===== config.mk =====
export PLATFORM = sky130hd
export DESIGN_NAME = unicycle_pose_integrator
export DESIGN_NICKNAME = d
export VERILOG_FILES = /design/src/rtl/upi_pkg.sv /design/src/rtl/upi_cordic.sv /design/src/rtl/unicycle_pose_integrator.sv
export SDC_FILE = /design/constraint.sdc
export NUM_CORES = 2
export LEC_CHECK = 0
export ABC_AREA = 1
export CAP_MARGIN = 20
export CORE_MARGIN = 4
export CORE_UTILIZATION = 50
export CTS_CLUSTER_SIZE = 12
export DETAILED_ROUTE_END_ITERATION = 10
export DONT_BUFFER_PORTS = 1
export GPL_TIMING_DRIVEN = 0
export MAX_ROUTING_LAYER = met4
export SLEW_MARGIN = 15
export SYNTH_ARGS = -nofsm -noshare
export SYNTH_HDL_FRONTEND = slang
export SYNTH_SLANG_ARGS = --single-unit

===== constraint.sdc =====
create_clock -name clock -period 15.3 [get_ports clock]
set_input_delay 0 -clock clock [delete_from_list [all_inputs] [get_ports clock]]
set_output_delay 0 -clock clock [all_outputs]
set_load 0.02 [all_outputs]

===== src/rtl/upi_pkg.sv =====
// ----------------------------------------------------------------------------
// upi_pkg
// Shared types, constants and the arctangent table for the pose integrator.
// ----------------------------------------------------------------------------
package upi_pkg;

   // request op codes
   localparam logic OP_INTEGRATE = 1'b0;
   localparam logic OP_LOAD      = 1'b1;

   // register indexes on the csr port
   localparam int CSR_INDEX_WIDTH = 8;
   localparam logic [CSR_INDEX_WIDTH-1:0] CSR_TIME_STEP       = 8'd0;
   localparam logic [CSR_INDEX_WIDTH-1:0] CSR_INITIAL_X       = 8'd1;
   localparam logic [CSR_INDEX_WIDTH-1:0] CSR_INITIAL_Y       = 8'd2;
   localparam logic [CSR_INDEX_WIDTH-1:0] CSR_INITIAL_HEADING = 8'd3;

   localparam logic [15:0] TIME_STEP_RESET = 16'd6554;

   // 8/pi in Q.24, turns rad*dt products into 2^-32 turn units
   localparam int HEAD_SCALE      = 42722830;
   localparam int HEAD_SCALE_FRAC = 24;

   // position step rounding: Q.12 * Q.16 * Q.30 down to Q.16
   localparam logic [5:0] POS_SHIFT = 6'd42;

   localparam logic [31:0] POS_MAX = 32'h7FFF_FFFF;
   localparam logic [31:0] POS_MIN = 32'h8000_0000;

   // gain-compensated start vector, Q.30
   localparam int CORDIC_START = 652032874;
   localparam int TABLE_LEN    = 24;

   // sequencer states
   typedef enum logic [3:0] {
      ST_IDLE,
      ST_MUL_WDT,
      ST_MUL_HEAD,
      ST_RND_HEAD,
      ST_UPD_HEAD,
      ST_COR_POSE,
      ST_WAIT_POSE,
      ST_MUL_X,
      ST_RND_X,
      ST_ACC_X,
      ST_MUL_Y,
      ST_RND_Y,
      ST_ACC_Y,
      ST_COR_QUAT,
      ST_WAIT_QUAT,
      ST_DONE
   } state_type;

   // control and status between sequencer and cordic
   typedef struct packed {
      logic        start;
      logic [31:0] angle;
   } cordic_ctl_type;

   typedef struct packed {
      logic busy;
      logic done;
   } cordic_sts_type;

   // arctangent of 2^-i in 2^-32 turn units
   function automatic logic [31:0] atan_turn(input logic [4:0] idx);
      logic [31:0] r;
      case (idx)
         5'd0:  r = 32'd536870912;
         5'd1:  r = 32'd316933406;
         5'd2:  r = 32'd167458907;
         5'd3:  r = 32'd85004756;
         5'd4:  r = 32'd42667331;
         5'd5:  r = 32'd21354465;
         5'd6:  r = 32'd10679838;
         5'd7:  r = 32'd5340245;
         5'd8:  r = 32'd2670163;
         5'd9:  r = 32'd1335087;
         5'd10: r = 32'd667544;
         5'd11: r = 32'd333772;
         5'd12: r = 32'd166886;
         5'd13: r = 32'd83443;
         5'd14: r = 32'd41722;
         5'd15: r = 32'd20861;
         5'd16: r = 32'd10430;
         5'd17: r = 32'd5215;
         5'd18: r = 32'd2608;
         5'd19: r = 32'd1304;
         5'd20: r = 32'd652;
         5'd21: r = 32'd326;
         5'd22: r = 32'd163;
         5'd23: r = 32'd81;
         default: r = 32'd0;
      endcase
      return r;
   endfunction

endpackage


===== src/rtl/upi_cordic.sv =====
// ----------------------------------------------------------------------------
// upi_cordic
// Rotation-mode cordic, one micro-rotation per cycle, for sine and cosine of
// a 32 bit turn angle. Results are Q.30, held until the next start.
// ----------------------------------------------------------------------------
module upi_cordic
   import upi_pkg::*;
#(
   parameter int ITERS = 16
) (
   input  logic                clock,
   input  logic                reset,
   input  cordic_ctl_type      ctl,
   output cordic_sts_type      sts,
   output logic signed [33:0]  cos_out,
   output logic signed [33:0]  sin_out
);

   localparam int IW = $clog2(ITERS);

   logic signed [33:0] x_ff, x_in;
   logic signed [33:0] y_ff, y_in;
   logic signed [32:0] z_ff, z_in;
   logic [IW-1:0]      iter_ff, iter_in;
   logic               busy_ff, busy_in;
   logic               fix_ff, fix_in;
   logic               flip_ff, flip_in;
   logic               done_ff, done_in;

   logic               fold;
   logic [31:0]        folded;
   logic signed [33:0] dx, dy;
   logic signed [32:0] step_angle;

   // fold into the right half plane and shift by the iteration index
   always_comb begin
      fold       = ctl.angle[31] ^ ctl.angle[30];
      folded     = {ctl.angle[31] ^ fold, ctl.angle[30:0]};
      dx         = y_ff >>> iter_ff;
      dy         = x_ff >>> iter_ff;
      step_angle = signed'({1'b0, atan_turn(5'(iter_ff))});
   end

   // micro-rotation sequencer
   always_comb begin
      x_in    = x_ff;
      y_in    = y_ff;
      z_in    = z_ff;
      iter_in = iter_ff;
      busy_in = busy_ff;
      fix_in  = fix_ff;
      flip_in = flip_ff;
      done_in = 1'b0;
      if (ctl.start) begin
         x_in    = 34'(CORDIC_START);
         y_in    = '0;
         z_in    = signed'({folded[31], folded});
         iter_in = '0;
         busy_in = 1'b1;
         fix_in  = 1'b0;
         flip_in = fold;
      end else if (busy_ff) begin
         if (!z_ff[32]) begin
            x_in = x_ff - dx;
            y_in = y_ff + dy;
            z_in = z_ff - step_angle;
         end else begin
            x_in = x_ff + dx;
            y_in = y_ff - dy;
            z_in = z_ff + step_angle;
         end
         iter_in = iter_ff + 1'b1;
         if (iter_ff == IW'(ITERS - 1)) begin
            busy_in = 1'b0;
            fix_in  = 1'b1;
         end
      end else if (fix_ff) begin
         // undo the half-turn fold
         if (flip_ff) begin
            x_in = -x_ff;
            y_in = -y_ff;
         end
         fix_in  = 1'b0;
         done_in = 1'b1;
      end
   end

   always_ff @(posedge clock) begin
      if (reset) begin
         busy_ff <= 1'b0;
         fix_ff  <= 1'b0;
         done_ff <= 1'b0;
      end else begin
         busy_ff <= busy_in;
         fix_ff  <= fix_in;
         done_ff <= done_in;
      end
      x_ff    <= x_in;
      y_ff    <= y_in;
      z_ff    <= z_in;
      iter_ff <= iter_in;
      flip_ff <= flip_in;
   end

   assign sts.busy = busy_ff | fix_ff;
   assign sts.done = done_ff;
   assign cos_out  = x_ff;
   assign sin_out  = y_ff;

endmodule


===== src/rtl/unicycle_pose_integrator.sv =====
// ----------------------------------------------------------------------------
// unicycle_pose_integrator
// Dead-reckoning pose integrator: heading advances by w*dt, then x and y by
// v*dt*cos and v*dt*sin of the new heading, with a half-angle quaternion out.
// ----------------------------------------------------------------------------
//
//  channel  direction  handshake             payload
//  req      in         req_valid/req_ready   op, linear and angular velocity
//  rsp      out        rsp_valid/rsp_ready   pose, quaternion, velocity echo
//  csr      in         csr_valid/csr_ready   register index and data
//
//  An integrate request runs the single cordic unit twice, once for the pose
//  and once for the half angle; a load request runs it once, for the half
//  angle only. No new request is taken until the sequencer is idle again.
//  One shared multiplier and one rounding shifter serve every product.
//  Reset is synchronous; no clearing pass. req_ready is high only when idle.
//  A finished result waits in the output register while the next request
//  is accepted; a stalled rsp holds back only the following result.
// ----------------------------------------------------------------------------
module unicycle_pose_integrator
   import upi_pkg::*;
#(
   parameter int ANGLE_BITS        = 16,
   parameter int CORDIC_ITERATIONS = 16
) (
   input  logic                        clock,
   input  logic                        reset,

   input  logic                        req_valid,
   output logic                        req_ready,
   input  logic                        req_op,
   input  logic signed [15:0]          req_linear_velocity,
   input  logic signed [15:0]          req_angular_velocity,

   output logic                        rsp_valid,
   input  logic                        rsp_ready,
   output logic signed [31:0]          rsp_pos_x,
   output logic signed [31:0]          rsp_pos_y,
   output logic signed [15:0]          rsp_heading,
   output logic signed [15:0]          rsp_quat_z,
   output logic signed [15:0]          rsp_quat_w,
   output logic signed [15:0]          rsp_velocity_echo_linear,
   output logic signed [15:0]          rsp_velocity_echo_angular,

   input  logic                        csr_valid,
   output logic                        csr_ready,
   input  logic [CSR_INDEX_WIDTH-1:0]  csr_index,
   input  logic [31:0]                 csr_data
);

   localparam logic [5:0] HEAD_SHIFT = 6'(HEAD_SCALE_FRAC + 32 - ANGLE_BITS);

   // sequencer and request registers
   state_type               state_ff, state_in;
   logic signed [15:0]      v_ff, v_in;
   logic signed [15:0]      w_ff, w_in;

   // csr registers
   logic [15:0]             time_step_ff, time_step_in;
   logic [31:0]             init_x_ff, init_x_in;
   logic [31:0]             init_y_ff, init_y_in;
   logic [15:0]             init_heading_ff, init_heading_in;

   // pose state
   logic signed [31:0]      x_ff, x_in;
   logic signed [31:0]      y_ff, y_in;
   logic [ANGLE_BITS-1:0]   heading_ff, heading_in;

   // arithmetic registers
   logic signed [66:0]      prod_ff, prod_in;
   logic                    mul_en;
   logic signed [31:0]      vdt_ff, vdt_in;
   logic signed [33:0]      rnd_ff, rnd_in;

   // output registers
   logic                    rsp_valid_ff, rsp_valid_in;
   logic signed [31:0]      out_x_ff, out_y_ff;
   logic [15:0]             out_heading_ff;
   logic signed [15:0]      out_qz_ff, out_qw_ff, out_v_ff, out_w_ff;
   logic                    out_load;

   // shared unit wiring
   logic signed [32:0]      mul_a;
   logic signed [33:0]      mul_b;
   logic [5:0]              rnd_sh;
   logic signed [66:0]      rnd_half, rnd_neg, rnd_sum, rnd_shifted;
   logic signed [33:0]      acc_base, acc_sum;
   logic [31:0]             acc_sat;
   logic [31:0]             angle32, half_angle, init_angle;
   logic                    accept;

   cordic_ctl_type          cor_ctl;
   cordic_sts_type          cor_sts;
   logic signed [33:0]      cor_cos, cor_sin;

   upi_cordic #(
      .ITERS (CORDIC_ITERATIONS)
   ) u_cordic (
      .clock   (clock),
      .reset   (reset),
      .ctl     (cor_ctl),
      .sts     (cor_sts),
      .cos_out (cor_cos),
      .sin_out (cor_sin)
   );

   // round half away from zero, then saturate to q1.15
   function automatic logic [15:0] to_q15(input logic signed [33:0] v);
      logic signed [33:0] sum;
      logic signed [33:0] r;
      logic [15:0]        q;
      sum = v + 34'sd16384 - signed'({33'b0, v[33]});
      r   = sum >>> 15;
      if (r[33:15] == {19{r[33]}}) begin
         q = r[15:0];
      end else if (r[33]) begin
         q = 16'h8000;
      end else begin
         q = 16'h7FFF;
      end
      return q;
   endfunction

   // binary angles
   assign angle32    = {heading_ff, {(32 - ANGLE_BITS){1'b0}}};
   assign half_angle = {angle32[31], angle32[31:1]};
   assign init_angle = {init_heading_ff, 16'b0};

   // shared multiplier
   assign prod_in = mul_a * mul_b;

   // shared rounding shifter
   always_comb begin
      rnd_sh      = (state_ff == ST_RND_HEAD) ? HEAD_SHIFT : POS_SHIFT;
      rnd_half    = 67'(1) << (rnd_sh - 6'd1);
      rnd_neg     = {66'b0, prod_ff[66]};
      rnd_sum     = prod_ff + rnd_half - rnd_neg;
      rnd_shifted = rnd_sum >>> rnd_sh;
      rnd_in      = rnd_shifted[33:0];
   end

   // shared position accumulator with saturation
   always_comb begin
      acc_base = (state_ff == ST_ACC_Y) ? 34'(y_ff) : 34'(x_ff);
      acc_sum  = acc_base + rnd_ff;
      if (acc_sum[33:31] == {3{acc_sum[33]}}) begin
         acc_sat = acc_sum[31:0];
      end else if (acc_sum[33]) begin
         acc_sat = POS_MIN;
      end else begin
         acc_sat = POS_MAX;
      end
   end

   // csr writes
   always_comb begin
      time_step_in    = time_step_ff;
      init_x_in       = init_x_ff;
      init_y_in       = init_y_ff;
      init_heading_in = init_heading_ff;
      if (csr_valid) begin
         case (csr_index)
            CSR_TIME_STEP:       time_step_in    = csr_data[15:0];
            CSR_INITIAL_X:       init_x_in       = csr_data;
            CSR_INITIAL_Y:       init_y_in       = csr_data;
            CSR_INITIAL_HEADING: init_heading_in = csr_data[15:0];
            default:             ;
         endcase
      end
   end

   assign csr_ready = 1'b1;
   assign req_ready = (state_ff == ST_IDLE);
   assign accept    = req_valid && req_ready;

   // sequencer: next state and datapath control
   always_comb begin
      state_in      = state_ff;
      v_in          = v_ff;
      w_in          = w_ff;
      x_in          = x_ff;
      y_in          = y_ff;
      heading_in    = heading_ff;
      vdt_in        = vdt_ff;
      mul_en        = 1'b0;
      mul_a         = 33'(v_ff);
      mul_b         = signed'({18'b0, time_step_ff});
      cor_ctl.start = 1'b0;
      cor_ctl.angle = (state_ff == ST_COR_QUAT) ? half_angle : angle32;
      out_load      = 1'b0;
      case (state_ff)
         ST_IDLE: begin
            if (req_valid) begin
               if (req_op == OP_LOAD) begin
                  v_in       = '0;
                  w_in       = '0;
                  x_in       = init_x_ff;
                  y_in       = init_y_ff;
                  heading_in = init_angle[31 -: ANGLE_BITS];
                  state_in   = ST_COR_QUAT;
               end else begin
                  v_in     = req_linear_velocity;
                  w_in     = req_angular_velocity;
                  state_in = ST_MUL_WDT;
               end
            end
         end
         ST_MUL_WDT: begin
            mul_en   = 1'b1;
            mul_a    = 33'(w_ff);
            state_in = ST_MUL_HEAD;
         end
         ST_MUL_HEAD: begin
            mul_en   = 1'b1;
            mul_a    = 33'(signed'(prod_ff[31:0]));
            mul_b    = 34'(HEAD_SCALE);
            state_in = ST_RND_HEAD;
         end
         ST_RND_HEAD: begin
            state_in = ST_UPD_HEAD;
         end
         ST_UPD_HEAD: begin
            // wraps modulo one turn
            heading_in = heading_ff + rnd_ff[ANGLE_BITS-1:0];
            state_in   = ST_COR_POSE;
         end
         ST_COR_POSE: begin
            cor_ctl.start = 1'b1;
            mul_en        = 1'b1;
            state_in      = ST_WAIT_POSE;
         end
         ST_WAIT_POSE: begin
            if (cor_sts.done) begin
               state_in = ST_MUL_X;
            end
         end
         ST_MUL_X: begin
            vdt_in   = prod_ff[31:0];
            mul_en   = 1'b1;
            mul_a    = 33'(signed'(prod_ff[31:0]));
            mul_b    = cor_cos;
            state_in = ST_RND_X;
         end
         ST_RND_X: begin
            state_in = ST_ACC_X;
         end
         ST_ACC_X: begin
            x_in     = acc_sat;
            state_in = ST_MUL_Y;
         end
         ST_MUL_Y: begin
            mul_en   = 1'b1;
            mul_a    = 33'(vdt_ff);
            mul_b    = cor_sin;
            state_in = ST_RND_Y;
         end
         ST_RND_Y: begin
            state_in = ST_ACC_Y;
         end
         ST_ACC_Y: begin
            y_in     = acc_sat;
            state_in = ST_COR_QUAT;
         end
         ST_COR_QUAT: begin
            cor_ctl.start = 1'b1;
            state_in      = ST_WAIT_QUAT;
         end
         ST_WAIT_QUAT: begin
            if (cor_sts.done) begin
               state_in = ST_DONE;
            end
         end
         ST_DONE: begin
            // hand over once the output register is free
            if (!rsp_valid_ff || rsp_ready) begin
               out_load = 1'b1;
               state_in = ST_IDLE;
            end
         end
         default: begin
            state_in = ST_IDLE;
         end
      endcase
   end

   // output valid
   always_comb begin
      if (out_load) begin
         rsp_valid_in = 1'b1;
      end else if (rsp_ready) begin
         rsp_valid_in = 1'b0;
      end else begin
         rsp_valid_in = rsp_valid_ff;
      end
   end

   // state, csr and pose registers
   always_ff @(posedge clock) begin
      if (reset) begin
         state_ff        <= ST_IDLE;
         rsp_valid_ff    <= 1'b0;
         time_step_ff    <= TIME_STEP_RESET;
         init_x_ff       <= '0;
         init_y_ff       <= '0;
         init_heading_ff <= '0;
         x_ff            <= '0;
         y_ff            <= '0;
         heading_ff      <= '0;
      end else begin
         state_ff        <= state_in;
         rsp_valid_ff    <= rsp_valid_in;
         time_step_ff    <= time_step_in;
         init_x_ff       <= init_x_in;
         init_y_ff       <= init_y_in;
         init_heading_ff <= init_heading_in;
         x_ff            <= x_in;
         y_ff            <= y_in;
         heading_ff      <= heading_in;
      end
   end

   // datapath registers
   always_ff @(posedge clock) begin
      v_ff   <= v_in;
      w_ff   <= w_in;
      vdt_ff <= vdt_in;
      rnd_ff <= rnd_in;
      if (mul_en) begin
         prod_ff <= prod_in;
      end
      if (out_load) begin
         out_x_ff       <= x_ff;
         out_y_ff       <= y_ff;
         out_heading_ff <= angle32[31:16];
         out_qz_ff      <= to_q15(cor_sin);
         out_qw_ff      <= to_q15(cor_cos);
         out_v_ff       <= v_ff;
         out_w_ff       <= w_ff;
      end
   end

   assign rsp_valid                 = rsp_valid_ff;
   assign rsp_pos_x                 = out_x_ff;
   assign rsp_pos_y                 = out_y_ff;
   assign rsp_heading               = out_heading_ff;
   assign rsp_quat_z                = out_qz_ff;
   assign rsp_quat_w                = out_qw_ff;
   assign rsp_velocity_echo_linear  = out_v_ff;
   assign rsp_velocity_echo_angular = out_w_ff;

`ifndef SYNTHESIS
   // cordic finishes only while the sequencer waits for it
   assert property (@(posedge clock) disable iff (reset)
      cor_sts.done |-> (state_ff == ST_WAIT_POSE || state_ff == ST_WAIT_QUAT))
      else $error("cordic done outside a wait state");

   // cordic is never restarted while running
   assert property (@(posedge clock) disable iff (reset)
      cor_ctl.start |-> !cor_sts.busy)
      else $error("cordic started while busy");

   // a load request takes the initial pose
   assert property (@(posedge clock) disable iff (reset)
      (accept && req_op == OP_LOAD) |=> (x_ff == $past(init_x_ff) &&
                                          y_ff == $past(init_y_ff)))
      else $error("load request did not take initial pose");

   // x moves only on its accumulate step or a load
   assert property (@(posedge clock) disable iff (reset)
      (state_ff != ST_ACC_X && !accept) |=> $stable(x_ff))
      else $error("x position changed outside its update step");

   // a handed-over result is shown and the sequencer is idle again
   assert property (@(posedge clock) disable iff (reset)
      out_load |=> (rsp_valid_ff && state_ff == ST_IDLE))
      else $error("result hand-over failed");
`endif

endmodule

## Word-level counts from Yosys, hierarchy flattened

Memory sizes are Yosys's and may differ from the RTL's. A register that Yosys moved wholly into a read port is not among the register bits.
Index checks and enable logic that the tools add are counted.

- Register bits: 599
- Bits in read-only memories: 480
- Bits of input ports: 78
- Word-level logic and storage cells: 158
- Memories kept: 1

Memory list:

| name | words | width | rd ports | clocked after Yosys merged registers in | wr ports | line | text |
|---|---|---|---|---|---|---|---|
| (name not given) | 16 | 30 | 1 | 1 | 0 | upi_pkg.sv:68 | `case (idx)` |

- Add/subtract/negate cells: 18
- Multipliers: 1
- Equality and inequality tests: 27
- Shifts and indexed selects: 4
- Multiplexer cells: 49
- Bitwise logic cells: 3
- Reductions and logical operators: 26

Operator list:

| kind | number |
|---|---|
| 2-to-1 mux 34 bit | 9 |
| 2-to-1 mux 32 bit | 6 |
| one-hot mux 32 bit (2 select lines) | 2 |
| adder 34 bit | 3 |
| one-hot mux 34 bit (3 select lines) | 1 |
| 2-to-1 mux 33 bit | 3 |
| one-hot mux 33 bit (3 select lines) | 1 |
| 2-to-1 mux 16 bit | 6 |
| adder 34 x 16 -> 34 bit, second input constant | 2 |
| negator 34 bit | 2 |
| >>> shifter 34 x 4 -> 34 bit | 2 |
| subtractor 34 x 2 -> 34 bit | 2 |
| subtractor 34 bit | 2 |
| adder 67 bit | 1 |
| multiplier 33 x 34 -> 67 bit | 1 |
| << shifter 1 x 6 -> 67 bit, first input constant | 1 |
| >>> shifter 67 x 6 -> 34 bit | 1 |
| subtractor 67 x 2 -> 67 bit | 1 |
| one-hot mux 4 bit (16 select lines) | 1 |
| == test 4 bit, second input constant | 9 |
| adder 33 bit | 1 |
| subtractor 33 bit | 1 |
| one-hot mux 16 bit (2 select lines) | 1 |
| 2-to-1 mux 31 bit | 1 |
| 28 further kinds | 68 |

## Longest topological paths before layout

- Word-level depth: 7
- Gate-level depth with buffers: 45

## Modules after synthesis

A second synthesis with hierarchy kept.

- Cells, all modules: 11777
- Area total of the unflattened synthesis: 87890.5 µm²

By module, submodules not included:

| module | instances | cells each | area an instance (µm²) | seq. area each (µm²) |
|---|---|---|---|---|
| unicycle_pose_integrator | 1 | 8726 | 69709.4 | 12421.9 |
| upi_cordic | 1 | 3051 | 18181.2 | 3123.0 |

## Least setup slack after synthesis

No wires, ideal clock.

- Path kind: register to register
- Start: register state_ff[3]
- End: register prod_ff[64], data pin
- Setup time: 264 ps
- Arrival: 8518 ps
- Required time: 15036 ps
- Setup slack: 6518 ps
- Stages on the path, launching flop included: 34
- Path buffers: 4
- Path through: dfxtp_1 -> inv_1 -> nor2_1 -> inv_1 -> nor2_1 -> buf_2 -> buf_2 -> buf_1 -> nand2_1 -> o2111ai_1 -> o21ai_1 -> buf_2 -> nor2_1 -> fa_1 -> fa_1 -> fa_1 -> inv_1 -> fa_1 -> inv_1 -> fa_1 -> fa_1 -> fa_1 -> inv_1 -> fa_1 -> inv_1 -> ha_1 -> nand2_1 -> nor2_1 -> inv_1 -> nor3_1 -> nand2_1 -> o211ai_1 -> a31oi_1 -> xor2_1

- Cells in the longest elaborated chain, start to end: 4
- Elaborated cells between the ends (all ways): 8
- Classes of those cells: mul (1); eq/ne (4); mux (2); reduce/logical (1)

Ends and longest elaborated chain:

| element | line | text |
|---|---|---|
| start, declared | unicycle_pose_integrator.sv:54 | `state_type state_ff, state_in;` |
| start signal, assigned | unicycle_pose_integrator.sv:310 | `state_ff <= state_in;` |
| == test 4 x 3 -> 1 bit / == test 4 x 2 -> 1 bit (equally long branches) | unicycle_pose_integrator.sv:191 | `case (state_ff)` |
| OR reduction 2 bit (no source line) | n/a |  |
| one-hot mux 33 bit (3 select lines) | unicycle_pose_integrator.sv:191 |  |
| multiplier 33 x 34 -> 67 bit * | unicycle_pose_integrator.sv:130 | `assign prod_in = mul_a * mul_b;` |
| via prod_in[64] | unicycle_pose_integrator.sv:70 | `logic signed [66:0] prod_ff, prod_in;` |
| end signal, assigned | unicycle_pose_integrator.sv:329 | `prod_ff <= prod_in;` |
| end, declared | unicycle_pose_integrator.sv:70 |  |

The timed path passes the listed nets; every way through them passes the cells marked *.
A chain may end at the register's enable or synchronous reset.

## Final worst setup path

- Start: register state_ff[2]
- End: register prod_ff[66], data pin

Same word-level chain as after synthesis.

==> metrics.txt <==
slack of the critical path=approximately 3200 ps; final setup fails=0; Tightest Hold Check Type=primary input to flop; skew final=between 60 and 70 ps; Max FO, Critical Path=~40; Max Cap Violations=0; number of vias per cell=5.94; DRC=0; max incr delay on CP=roughly 920 ps; FMAX=a little over 80 MHz; number of port buffers=0; Routed Antenna Nets=0; # clock sinks=between 600 and 700; reg2reg start=state_ff[2]; DR iter-0 viols=~9,500; required time worst endpoint=between 15,000 and 20,000 ps; CP arrival=roughly 13,000 ps; initial core utilization=50.3%; Synth Net Count=13,084; Worst-path clk slew=60 ps; Row Count=roughly 150; Post-synth EDFFs=between 300 and 400; Final Cycle Share=about 79%; RSZ-0062 raised after global routing=false; antenna violations before repair=31; status=completed; Primary FF master, synth=dfxtp_1; dpl ws=about 3700 ps; worst r2r dst=prod_ff[66]; vias post-DR=about 80,000; Synth Cell Area=between 0.08 and 0.09 sq mm; met3 GRT Util=9.61%; Fillers=around 16,000; CTS Buffer Depth=3; slowest CP cell=buf_2; final layout net count=between 10,000 and 15,000; final wirelength=just under 400 mm; gr busiest metal=met2; Worst setup endpoint=prod_ff[66]; Critical Path Source Type=flop; DP HPWL=between 300 and 400 mm; Fin Hold WS=about 37 ps; total CTS buffers=72; Pre-antenna DRT Iters=9; crit path from=state_ff[2]; CTS tree=built; WL/cell=28.0 microns; sequential area share after synthesis=18.1%; Worst Tran Pin Value=about 1400 ps; Die Span Y=roughly 420 microns; first-pass GRT wire length=between 500 and 600 mm; unique cell type count in the Yosys netlist=between 70 and 80; Syn Area/Cell=7.65 sq um; die area=0.179 sq mm; Min Clock Period, post-route=between 10,000 and 15,000 ps; Core Region=approximately 0.17 sq mm; Post-Syn Instances=~11,000; CTS H-tree lvls=3; Async SR Flop Fraction=0%; layout cell share with drive strength beyond 1=between 3 and 4%; Max-slew headroom=under 10%; Setup CP Type=flop to flop; clk_lat worst skew=about 720 ps; GR Util met2=between 60% and 70%; vias in the first global route=81,549; GR Util met1=about half; grt ovf=0; PostCTS Resize Cnt=0; layout overhead on the synthesized area=7.89%; Placer Congestion=1.10; pin count of the biggest net entering global routing=42; fin. max-slew vios=0; I/O pin total=225; Root Driver=clkbuf_16; total track usage=between 40% and 50%; Worst Reg2Reg Path Length in Cells=39; YS warnings=0; Yosys reg bits=around 620; crit end category=flop; Die X=around 420 microns; final hold violation count=0; setup TNS=0 ps; final core utilization=a little over half; R2R Setup Slk=roughly 3200 ps
## synth_stat cells (5+ instances only)
cell type / number / share of area, %
o21a_1: 40 / 0.35
nor2_2: 8 / 0.058
o21ai_1: 36 / 0.21
or2_1: 6 / 0.044
nor3b_1: 6 / 0.052
inv_2: 44 / 0.19
inv_1: 2051 / 8.9
a21boi_0: 19 / 0.17
o21ai_0: 538 / 3.1
a211oi_1: 18 / 0.16
a21oi_1: 793 / 4.6
clkbuf_1: 240 / 1.0
xnor2_1: 62 / 0.63
nand3_1: 622 / 3.6
dfxtp_1: 313 / 7.3
or2_2: 34 / 0.25
o22ai_2: 6 / 0.087
nor2_1: 1322 / 5.8
xor2_1: 235 / 2.4
a31oi_1: 45 / 0.33
o211ai_1: 41 / 0.36
buf_6: 5 / 0.065
o2111ai_1: 48 / 0.49
clkinv_1: 14 / 0.061
buf_2: 114 / 0.66
nand3b_1: 15 / 0.13
o22ai_1: 21 / 0.15
buf_1: 30 / 0.13
a221oi_1: 20 / 0.20
o31ai_1: 8 / 0.070
nand2_1: 2123 / 9.3
o21ai_2: 11 / 0.11
ha_1: 567 / 8.2
a21o_1: 27 / 0.24
nand4_1: 60 / 0.44
nor4_1: 30 / 0.22
fa_1: 1182 / 27
nor3_1: 76 / 0.44
o221ai_1: 14 / 0.14
a31oi_2: 6 / 0.087
edfxtp_1: 309 / 11
buf_4: 11 / 0.096
o311ai_0: 5 / 0.051
o21bai_1: 25 / 0.22
## logic make-up (layout without fill, tap and decap cells)
| kind of cell | after synthesis | count (layout) | synth area share [%] |
|---|---|---|---|
| simple gates | 4326 | 4326 | 20.5 |
| buf+inv | 2510 | 2754 | 11.2 |
| compound gates | 1752 | 1752 | 11.5 |
| fa+ha+maj | 1749 | 1749 | 35.7 |
| flops | 622 | 622 | 18.1 |
| xor+xnor | 297 | 297 | 3.02 |
| other cells | 1 | 34 | 0.00436 |
## registers in the layout, summed over array words and instances, names as in the netlist, 27 cells and up
name,count
prod_ff,67
u_cordic.cos_out,34
u_cordic.sin_out,34
u_cordic.z_ff,33
init_x_ff,32
init_y_ff,32
rsp_pos_x,32
rsp_pos_y,32
vdt_ff,32
x_ff,32
y_ff,32
u_cordic.step_angle,30
rnd_ff,27
## stage by stage
step / std cells / area, sq um
2_1_floorplan: 11257 / 86100
3_3_place_gp: 13567 / 89000
3_5_place_dp: 13586 / 89500
4_1_cts: 13800 / 92600
5_1_grt: 13833 / 92900
6_report: 13844 / 92900
## repair_timing
item                       in CTS  in global routing
setup buffers                   0                  0
setup endpoints to repair       0                  0
hold endpoints to repair      168                  0
hold buffers                   82                  0
## worst max-delay path, delay by kind of cell (launching register included)
family / cells / cell delay, ps
AO/OA/AOI/OAI: 4 / 2010
adder cells (fa/ha/maj): 9 / 4510
buffers and inverters: 13 / 2800
flip-flops: 1 / 410
AND/OR/NAND/NOR: 13 / 2070
## final cells by class
type	instances	area [sq um]	area share, %
clock buffers	105	2010	2.16
clock inverters	27	349	0.376
inverters	2109	7920	8.52
repair buffers	112	1300	1.40
flip-flops and latches	622	15500	16.7
multi-input cells	8125	61100	65.7
well taps	2310	2890	3.11
plain buffers	401	1730	1.87
diodes	33	82.6	0.0889
## worst min-delay path by stage
stage                                       start                to  slack (ps)  cells after the start
final                     req_angular_velocity[8]           w_ff[8]          40                      3
after CTS                 req_angular_velocity[8]           w_ff[8]           1                      3
after detailed placement             csr_data[11]  time_step_ff[11]         120                      2
after global routing      req_angular_velocity[5]           w_ff[5]          50                      3
after floorplan                      csr_data[11]  time_step_ff[11]         110                      2
after global placement                csr_data[4]   time_step_ff[4]         130                      2
## routing by layer
metal	share of wire, %	routed length (microns)
met1	36	141000
met2	43	168000
met3	9.4	36600
met4	11	42500
met5	0	0
## placed cells by master (no fill, tap or decap), types with 12 or more instances in the layout
cell           Yosys  routed
buf_6              5      15
a21boi_0          19      19
inv_2             44      44
a221oi_1          20      20
clkbuf_16          0      74
nor4_1            30      30
clkinv_1          14      16
o22ai_2            6      12
xor2_1           235     235
a21o_1            27      27
o211ai_1          41      41
o21ai_2           11      12
nand3b_1          15      15
fa_1            1182    1181
o221ai_1          14      14
dlygate4sd3_1      0      82
a21oi_1          793     790
or2_2             34      34
edfxtp_1         309     309
dfxtp_1          313     313
buf_1             30      30
o21bai_1          25      25
o2111ai_1         48      48
ha_1             567     567
diode_2            0      33
nor3_1            76      76
o21ai_0          538     536
nor2_1          1322    1319
a211oi_1          18      18
inv_1           2051    2051
nand3_1          622     622
nand4_1           60      60
o22ai_1           21      15
xnor2_1           62      62
buf_2            114     114
o21a_1            40      40
clkbuf_1         240     261
o21ai_1           36      36
nand2_1         2123    2122
a31oi_1           45      45
Power is left out: the tool's default activity adds up to more than one toggle a clock period on the data nets, which glitch-free logic cannot reach.
